===== src/design/nmea_sp_pkg.sv =====
// ============================================================================
// NMEA sentence parser package
// Shared types, codes and helper functions for the sentence parser core.
// ============================================================================
`default_nettype none

package nmea_sp_pkg;

   localparam int unsigned MAX_FIELD_INDEX_DEFAULT = 255;

   localparam logic [7:0] CHAR_LF     = 8'h0A;
   localparam logic [7:0] CHAR_DOLLAR = 8'h24;
   localparam logic [7:0] CHAR_STAR   = 8'h2A;
   localparam logic [7:0] CHAR_COMMA  = 8'h2C;
   localparam logic [7:0] CHAR_ZERO   = 8'h30;
   localparam logic [7:0] CHAR_UPPER_A = 8'h41;
   localparam logic [3:0] NIBBLE_MASK = 4'hF;

   typedef enum logic [1:0] {
      PHASE_WAIT = 2'd0,
      PHASE_BODY = 2'd1,
      PHASE_TAIL = 2'd2,
      PHASE_BAD  = 2'd3
   } phase_type;

   typedef enum logic [2:0] {
      KIND_IGNORED  = 3'd0,
      KIND_DATA     = 3'd1,
      KIND_SPACE    = 3'd2,
      KIND_SEP      = 3'd3,
      KIND_LINE_END = 3'd4,
      KIND_CHECKSUM = 3'd5
   } kind_type;

   typedef struct packed {
      logic [7:0] out_byte;
      kind_type   byte_kind;
      logic [7:0] field_index;
      logic       sentence_end;
      logic       sentence_valid;
      logic [7:0] field_count;
      logic       checksum_checked;
   } result_type;

   // Space, tab, vertical tab, form feed and carriage return.
   function automatic logic is_space(input logic [7:0] c);
      return (c == 8'h20) || (c == 8'h09) || (c == 8'h0B) || (c == 8'h0C) ||
             (c == 8'h0D);
   endfunction

   // Upper-case hex character for one nibble.
   function automatic logic [7:0] hex_char(input logic [3:0] n);
      logic [3:0] masked;
      masked = n & NIBBLE_MASK;
      if (masked < 4'd10) begin
         return CHAR_ZERO + {4'd0, masked};
      end
      return CHAR_UPPER_A + {4'd0, masked} - 8'd10;
   endfunction

endpackage

`default_nettype wire


===== src/design/nmea_sp_step.sv =====
// ============================================================================
// NMEA sentence parser line state
// Holds the per-line state and classifies one byte against it.
// ============================================================================
`default_nettype none

module nmea_sp_step #(
   parameter int unsigned MAX_FIELD_INDEX = nmea_sp_pkg::MAX_FIELD_INDEX_DEFAULT
) (
   input  wire logic                   clock,
   input  wire logic                   reset,
   input  wire logic                   advance,
   input  wire logic [7:0]             rx_byte,
   output nmea_sp_pkg::result_type     result
);

   localparam logic [7:0] FieldLimit = MAX_FIELD_INDEX[7:0];

   nmea_sp_pkg::phase_type phase_ff, phase_in;
   logic [7:0] xor_ff, xor_in;
   logic [7:0] field_ff, field_in;
   logic [1:0] tail_pos_ff, tail_pos_in;
   logic [1:0] solid_pos_ff, solid_pos_in;
   logic [7:0] tail_chars_ff [2];
   logic [7:0] tail_chars_in [2];

   always_ff @(posedge clock) begin
      if (reset) begin
         phase_ff         <= nmea_sp_pkg::PHASE_WAIT;
         xor_ff           <= '0;
         field_ff         <= '0;
         tail_pos_ff      <= '0;
         solid_pos_ff     <= '0;
         tail_chars_ff[0] <= '0;
         tail_chars_ff[1] <= '0;
      end else if (advance) begin
         phase_ff         <= phase_in;
         xor_ff           <= xor_in;
         field_ff         <= field_in;
         tail_pos_ff      <= tail_pos_in;
         solid_pos_ff     <= solid_pos_in;
         tail_chars_ff[0] <= tail_chars_in[0];
         tail_chars_ff[1] <= tail_chars_in[1];
      end
   end

   always_comb begin
      logic space;
      logic [1:0] pos_next;
      space            = nmea_sp_pkg::is_space(rx_byte);
      pos_next         = (tail_pos_ff < 2'd3) ? tail_pos_ff + 2'd1 : tail_pos_ff;
      phase_in         = phase_ff;
      xor_in           = xor_ff;
      field_in         = field_ff;
      tail_pos_in      = tail_pos_ff;
      solid_pos_in     = solid_pos_ff;
      tail_chars_in[0] = tail_chars_ff[0];
      tail_chars_in[1] = tail_chars_ff[1];

      result                  = '0;
      result.out_byte         = rx_byte;
      result.byte_kind        = nmea_sp_pkg::KIND_IGNORED;

      if (rx_byte == nmea_sp_pkg::CHAR_LF) begin
         result.byte_kind    = nmea_sp_pkg::KIND_LINE_END;
         result.sentence_end = 1'b1;
         if (phase_ff == nmea_sp_pkg::PHASE_BODY || phase_ff == nmea_sp_pkg::PHASE_TAIL) begin
            result.field_index    = field_ff;
            result.sentence_valid = 1'b1;
            if (phase_ff == nmea_sp_pkg::PHASE_TAIL && solid_pos_ff == 2'd2) begin
               result.checksum_checked = 1'b1;
               if (tail_chars_ff[0] != nmea_sp_pkg::hex_char(xor_ff[7:4]) ||
                   tail_chars_ff[1] != nmea_sp_pkg::hex_char(xor_ff[3:0])) begin
                  result.sentence_valid = 1'b0;
               end
            end
            if (result.sentence_valid) begin
               result.field_count = (field_ff == 8'hFF) ? 8'hFF : field_ff + 8'd1;
            end
         end
         // Every line end returns the line state to its reset values.
         phase_in         = nmea_sp_pkg::PHASE_WAIT;
         xor_in           = '0;
         field_in         = '0;
         tail_pos_in      = '0;
         solid_pos_in     = '0;
         tail_chars_in[0] = '0;
         tail_chars_in[1] = '0;
      end else begin
         unique case (phase_ff)
            nmea_sp_pkg::PHASE_WAIT: begin
               if (rx_byte == nmea_sp_pkg::CHAR_DOLLAR) begin
                  phase_in         = nmea_sp_pkg::PHASE_BODY;
                  result.byte_kind = nmea_sp_pkg::KIND_DATA;
               end else if (!space) begin
                  phase_in = nmea_sp_pkg::PHASE_BAD;
               end
            end
            nmea_sp_pkg::PHASE_BODY: begin
               result.field_index = field_ff;
               if (rx_byte == nmea_sp_pkg::CHAR_STAR) begin
                  result.byte_kind = nmea_sp_pkg::KIND_SEP;
                  phase_in         = nmea_sp_pkg::PHASE_TAIL;
               end else begin
                  xor_in = xor_ff ^ rx_byte;
                  if (rx_byte == nmea_sp_pkg::CHAR_COMMA) begin
                     result.byte_kind = nmea_sp_pkg::KIND_SEP;
                     if (field_ff < FieldLimit) begin
                        field_in = field_ff + 8'd1;
                     end
                  end else if (space) begin
                     result.byte_kind = nmea_sp_pkg::KIND_SPACE;
                  end else begin
                     result.byte_kind = nmea_sp_pkg::KIND_DATA;
                  end
               end
            end
            nmea_sp_pkg::PHASE_TAIL: begin
               result.field_index = field_ff;
               if (tail_pos_ff < 2'd2) begin
                  tail_chars_in[tail_pos_ff[0]] = rx_byte;
               end
               tail_pos_in = pos_next;
               if (space) begin
                  result.byte_kind = nmea_sp_pkg::KIND_SPACE;
               end else begin
                  result.byte_kind = nmea_sp_pkg::KIND_CHECKSUM;
                  solid_pos_in     = pos_next;
               end
            end
            nmea_sp_pkg::PHASE_BAD: begin
               phase_in = nmea_sp_pkg::PHASE_BAD;
            end
            default: begin
               phase_in = nmea_sp_pkg::PHASE_WAIT;
            end
         endcase
      end
   end

endmodule

`default_nettype wire


===== src/design/nmea_sentence_parser_core.sv =====
// ============================================================================
// NMEA sentence parser core
// Byte-stream receiver that checks NMEA 0183 sentences and numbers fields.
// ============================================================================
// The core takes one received byte per word on the req channel and returns
// one tagged word per byte on the rsp channel, in order. It sustains one byte
// per clock cycle while the rsp channel does not stall. Each byte passes the
// input register and then the result register before it can be taken on the
// rsp side. Lines end with LF.
// Leading whitespace is skipped; the first solid byte must be '$', or the
// rest of the line is ignored and the line reports invalid. Bytes after '$'
// up to the first '*' are XORed and split on commas into numbered fields.
// After the '*', the first two bytes are compared, case sensitive, with the
// upper-case hex of the XOR, but only when the last solid byte after the '*'
// is the second byte after it; otherwise the check is left undone. At the LF
// word the core reports validity, the saturating field count and whether
// the checksum was compared. Trailing whitespace is tagged as whitespace
// rather than trimmed. The input side keeps taking bytes while a finished
// word waits on a stalled rsp channel, until both register stages are full.
// ============================================================================
`default_nettype none

module nmea_sentence_parser_core #(
   parameter int unsigned MAX_FIELD_INDEX = nmea_sp_pkg::MAX_FIELD_INDEX_DEFAULT
) (
   input  wire logic       clock,
   input  wire logic       reset,
   input  wire logic       req_valid,
   output      logic       req_stall,
   input  wire logic [7:0] req_rx_byte,
   output      logic       rsp_valid,
   input  wire logic       rsp_stall,
   output      logic [7:0] rsp_out_byte,
   output      logic [2:0] rsp_byte_kind,
   output      logic [7:0] rsp_field_index,
   output      logic       rsp_sentence_end,
   output      logic       rsp_sentence_valid,
   output      logic [7:0] rsp_field_count,
   output      logic       rsp_checksum_checked
);

   // Input register stage.
   logic       in_valid_ff, in_valid_in;
   logic [7:0] in_byte_ff;

   // Result register stage.
   logic                    rsp_valid_ff, rsp_valid_in;
   nmea_sp_pkg::result_type rsp_data_ff;
   nmea_sp_pkg::result_type step_result;

   logic req_accept;
   logic out_free;
   logic move;

   // The result register can load whenever it is empty or being emptied.
   assign out_free   = !rsp_valid_ff || !rsp_stall;
   assign move       = in_valid_ff && out_free;
   assign req_stall  = in_valid_ff && !out_free;
   assign req_accept = req_valid && !req_stall;

   assign in_valid_in  = req_accept || (in_valid_ff && !out_free);
   assign rsp_valid_in = move || (rsp_valid_ff && rsp_stall);

   always_ff @(posedge clock) begin
      if (reset) begin
         in_valid_ff  <= 1'b0;
         rsp_valid_ff <= 1'b0;
      end else begin
         in_valid_ff  <= in_valid_in;
         rsp_valid_ff <= rsp_valid_in;
      end
   end

   always_ff @(posedge clock) begin
      if (req_accept) begin
         in_byte_ff <= req_rx_byte;
      end
      if (move) begin
         rsp_data_ff <= step_result;
      end
   end

   // Line state only moves when the byte it classified is handed onward.
   nmea_sp_step #(
      .MAX_FIELD_INDEX(MAX_FIELD_INDEX)
   ) u_step (
      .clock   (clock),
      .reset   (reset),
      .advance (move),
      .rx_byte (in_byte_ff),
      .result  (step_result)
   );

   assign rsp_valid            = rsp_valid_ff;
   assign rsp_out_byte         = rsp_data_ff.out_byte;
   assign rsp_byte_kind        = rsp_data_ff.byte_kind;
   assign rsp_field_index      = rsp_data_ff.field_index;
   assign rsp_sentence_end     = rsp_data_ff.sentence_end;
   assign rsp_sentence_valid   = rsp_data_ff.sentence_valid;
   assign rsp_field_count      = rsp_data_ff.field_count;
   assign rsp_checksum_checked = rsp_data_ff.checksum_checked;

   // The input side stalls only while its register holds a byte that cannot move.
   a_stall_only_when_full: assert property (@(posedge clock) disable iff (reset)
      req_stall |-> (in_valid_ff && rsp_valid_ff))
      else $error("input stalled while a stage was free");

   // A line-end word always carries the line-end kind, and only it does.
   a_end_kind: assert property (@(posedge clock) disable iff (reset)
      rsp_valid |-> (rsp_sentence_end == (rsp_byte_kind == nmea_sp_pkg::KIND_LINE_END)))
      else $error("line end flag and byte kind disagree");

   // Line summary fields are zero on every word that is not a line end.
   a_summary_only_at_end: assert property (@(posedge clock) disable iff (reset)
      (rsp_valid && !rsp_sentence_end) |->
         (!rsp_sentence_valid && !rsp_checksum_checked && rsp_field_count == 8'd0))
      else $error("summary fields set on a non-terminating byte");

   // A valid sentence always reports at least one field.
   a_valid_has_fields: assert property (@(posedge clock) disable iff (reset)
      (rsp_valid && rsp_sentence_valid) |-> (rsp_field_count != 8'd0))
      else $error("valid sentence with zero fields");

   // A byte moved into the result stage shows up on rsp in the next cycle.
   a_move_shows: assert property (@(posedge clock) disable iff (reset)
      move |=> rsp_valid)
      else $error("result word lost after moving out of the input stage");

endmodule

`default_nettype wire

===== config.mk =====
export PLATFORM = sky130hd
export DESIGN_NAME = nmea_sentence_parser_core
export DESIGN_NICKNAME = d
export VERILOG_FILES = /design/src/design/nmea_sp_pkg.sv /design/src/design/nmea_sp_step.sv /design/src/design/nmea_sentence_parser_core.sv
export SDC_FILE = /design/constraint.sdc
export NUM_CORES = 1
export LEC_CHECK = 0
export BUFFER_PORTS_ARGS = -buffer_cell sky130_fd_sc_hd__buf_4
export CAP_MARGIN = 20
export CORE_MARGIN = 5
export CORE_UTILIZATION = 30
export DETAILED_ROUTE_END_ITERATION = 7
export GPL_TIMING_DRIVEN = 0
export MAX_ROUTING_LAYER = met4
export PLACE_DENSITY_LB_ADDON = 0.1
export SYNTH_ARGS = -nofsm -noshare
export SYNTH_HDL_FRONTEND = slang
export SYNTH_SLANG_ARGS = --single-unit
export TNS_END_PERCENT = 100

===== constraint.sdc =====
create_clock -name clock -period 3 [get_ports clock]
set_clock_uncertainty 0.1 [all_clocks]
set_input_delay 0.6 -clock clock [delete_from_list [all_inputs] [get_ports clock]]
set_output_delay 0.6 -clock clock [all_outputs]
set_load 0.1 [all_outputs]

==> key figures <==
Outcome
  – Result of the run: finished clean

Timing
  – Smallest hold slack: 0.3343 ns
  – Number of pins with negative max-slew slack in the final report: 0
  – Remaining max-slew budget at the tightest pin: between 50 and 60%
  – Final setup TNS: 0 ns
  – Hold violation count in the final report: 0
  – Shortest period the worst path allows: 2.765 ns
  – Count of endpoints failing setup in the final report: 0
  – Unrepaired setup endpoints after global routing: no
  – Fmax: 361.7 MHz
  – Ratio of final minimum period to clock period: just over 90%
  – Worst slew pin tran: 0.7400 ns

Route
  – Routed wirelength normalized by instance count: 15.31 um
  – Number of design-rule violations left by the first detailed-router iteration: 207
  – Final routed wirelength across all metal layers: a little over 9 mm
  – Router iterations before antenna repair: 5
  – Count of nets left with antenna violations after detail routing: 0
  – Average via count per standard cell: a little under 5
  – Number of remaining DRC errors: 0
  – Number of vias after detailed routing: 2890

Power and ir drop
  – Leakage component of the power: about 1.6 nW
  – Pwr dens: 570.6 nW/um^2
  – Switching power: 709.7 uW
  – Clock power frac: 42.5%
  – Internal power component: roughly 2.0 mW
  – Worst-case vdd ir drop: approximately 0.34 mV
  – Sequential power share: 45.5%
  – Net switching share of the total power: 26.13%
  – Combinational share of power: a little under an eighth

Setup path
  – Critical Path AT: 2.75 ns
  – Peak fanout along the critical path: 10
  – Crit. End Element: flop
  – Critical path required time: 2.99 ns
  – Crit Path Category: reg -> reg
  – Startpoint kind of the worst setup timing path: flop
  – Length in cells of the worst reg-to-reg path: 8

Synth
  – Area share of the largest cell type after synthesis: between 40% and 50%
  – Mean instance size in the synthesized netlist: 10.66 sq um
  – Primary FF master, synth: edfxtp_1
  – Cell area after synthesis: 3891 sq um
  – Most frequent cells after synthesis: edfxtp_1 (54), nor2_1 (34), nand2_1 (30)
  – Count of synthesis-stage warnings from yosys: 0
  – Most area-hungry cell type in the Yosys netlist: edfxtp_1
  – Most frequent cell after synthesis: edfxtp_1
  – Total nets after synthesis: between 300 and 400
  – Synth top area cells: edfxtp_1 (42%), dfxtp_1 (12%), mux2i_1 (4.4%)
  – Cell variety after synth: 60
  – Syn Inst Count: 365
  – Flip-flop and latch count after synthesis: between 70 and 80
  – Sequential element share of the synthesized area: a little over half
  – Asr flop ratio synth: 0%
  – Number of enable flip-flop cells after synthesis: 54

Clock tree
  – Max Root-Sink Buffers: 2
  – Clock edge transition at the registers on the reported setup and hold paths: roughly 0.060 ns
  – Total CTS buffers: 9
  – H-tree levels: 3
  – Number of sinks driven by the clock tree: 78
  – TritonCTS clock tree: built
  – Post-CTS Setup Inserts: 0
  – Clock Root Buffer: clkbuf_16
  – Clk Latency, worst-skew pair: 0.34 ns

Floorplanning
  – Height of the die: 123.9 um
  – Die area: 15350 sq um
  – Number of placement rows: roughly 40
  – Horiz. Die Dim: 123.9 um
  – Starting utilization of the core area: 30.71%
  – Number of placed I/O pins: 44
  – Core Box Area: 12670 sq um

Placed design
  – Routability-driven placement congestion ratio: just under 0.8
  – Quantity of I/O buffers inserted on ports: 43
  – Area post-placement: approximately 4400 sq um
  – Placed Instances: 580
  – HPWL after detailed placement: approximately 6.4 mm

Finish
  – Layout cell share with drive strength beyond 1: 19.58%
  – Area used by multi-input combinational logic: roughly 1600 sq um
  – Number of nets in the layout: 439
  – Sequential cell area: about 2100 sq um
  – Total inserted antenna cells: 0
  – Number of filler instances in the final layout: between 1000 and 1500
  – Core Util, Final: 37.56%
  – Number of cells in the finished layout apart from fillers: 596
  – Post-Layout Inst Area: 4760 sq um
  – Synthesis-to-finish area growth: 22.31%

Global routing
  – Total grt overflow: 0
  – Pin count of the biggest net entering global routing: 40
  – Initial antenna violation count: 0
  – Wire length of the first global-routing pass: 14.77 mm
  – Number of global-route vias before repair: about 2800
  – Global Route Usage Sum: 13.24%

Job
  – Max-capacitance violation count: 0

Hold path
  – Path type of the worst min-delay path: in -> reg
  – Hold-critical path depth: 1
[cell type report]
type	count	share of cell area (%)
plain buffers	23	2.392
clock inverters	7	1.866
repair buffers	43	6.782
clock buffers	9	4.732
flip-flops and latches	78	44.16
multi-input cells	251	34.38
well taps	172	4.522
inverters	13	1.157
[repair_timing]
| item | 4_1_cts | 5_1_grt |
|---|---|---|
| resized for setup | 2 | 2 |
| gates cloned | 0 | 0 |
| setup endpoints to repair | 20 | 14 |
| hold buffers | 0 | 0 |
[power groups by stage]
stage / Sequential [mW] / Clock [mW] / Combinational (mW)
2_1_floorplan: 1.38 / 0 / 0.122
3_3_place_gp: 1.26 / 0 / 0.330
3_5_place_dp: 1.26 / 0 / 0.330
4_1_cts: 1.24 / 1.20 / 0.331
5_1_grt: 1.24 / 1.24 / 0.353
6_report: 1.24 / 1.15 / 0.327
[metal layers]
metal / track usage, % / part of all wire (%) / vias to the layer above
li1: - / - / 1440
met1: 15.79 / 46 / 1378
met2: 20.82 / 47 / 59
met3: 3.996 / 4.6 / 13
met4: 5.749 / 2.4 / 0
met5: - / 0 / -
[logic make-up (layout without fill, tap and decap cells)]
kind of cell	after synthesis	count (layout)	share of synthesized area, %
simple gates	147	147	20.45
flops	78	78	54.02
compound gates	70	70	12.22
buf+inv	36	95	4.276
mux	18	18	4.662
fa+ha+maj	8	8	2.572
xor+xnor	8	8	1.801
[critical path, cell delays in order, from the launching register on]
cell      delay [ns]
edfxtp_1        0.52
or3_4           0.45
or4_4           0.42
buf_6           0.15
inv_6           0.05
or3_1           0.09
clkbuf_1        0.32
clkbuf_2        0.32
nor2_1          0.08
[sequential cells by signal, summed over array words and instances (netlist names), 2 cells and up]
name                  cells
u_step.tail_chars_ff     16
in_byte_ff                8
rsp_field_count           8
rsp_field_index           8
rsp_out_byte              8
u_step.field_ff           8
u_step.xor_ff             8
rsp_byte_kind             3
u_step.phase_ff           2
u_step.solid_pos_ff       2
u_step.tail_pos_ff        2
[path summary, 6_finish.rpt]
kind	startpoint	to	slack, ns
worst max-delay path	in_byte_ff[4]	u_step.tail_chars_ff[0][8]	0.24
worst max register to register	in_byte_ff[4]	u_step.tail_chars_ff[0][8]	0.24
worst min register to register	in_byte_ff[3]	rsp_out_byte[3]	0.35
worst min-delay path	req_rx_byte[3]	in_byte_ff[3]	0.33
[stage by stage]
step	setup slack, ns	power (mW)
2_1_floorplan	0.3283	1.500
3_3_place_gp	-0.07186	1.589
3_5_place_dp	-0.07072	1.589
4_1_cts	0.1173	2.766
5_1_grt	0.009581	2.835
6_report	0.2353	2.716
[cells in the final DEF, fill, tap and decap left out, drive strengths merged, types with 8 or more instances in the layout]
| master | count |
|---|---|
| edfxtp | 54 |
| buf | 48 |
| mux2i | 17 |
| nor2 | 34 |
| inv | 12 |
| nand3 | 12 |
| clkbuf | 27 |
| a21oi | 24 |
| o21ai | 15 |
| and2 | 10 |
| ha | 8 |
| nand3b | 12 |
| nand2 | 31 |
| dfxtp | 24 |
No activity file was read; power rests on OpenSTA's default activity.
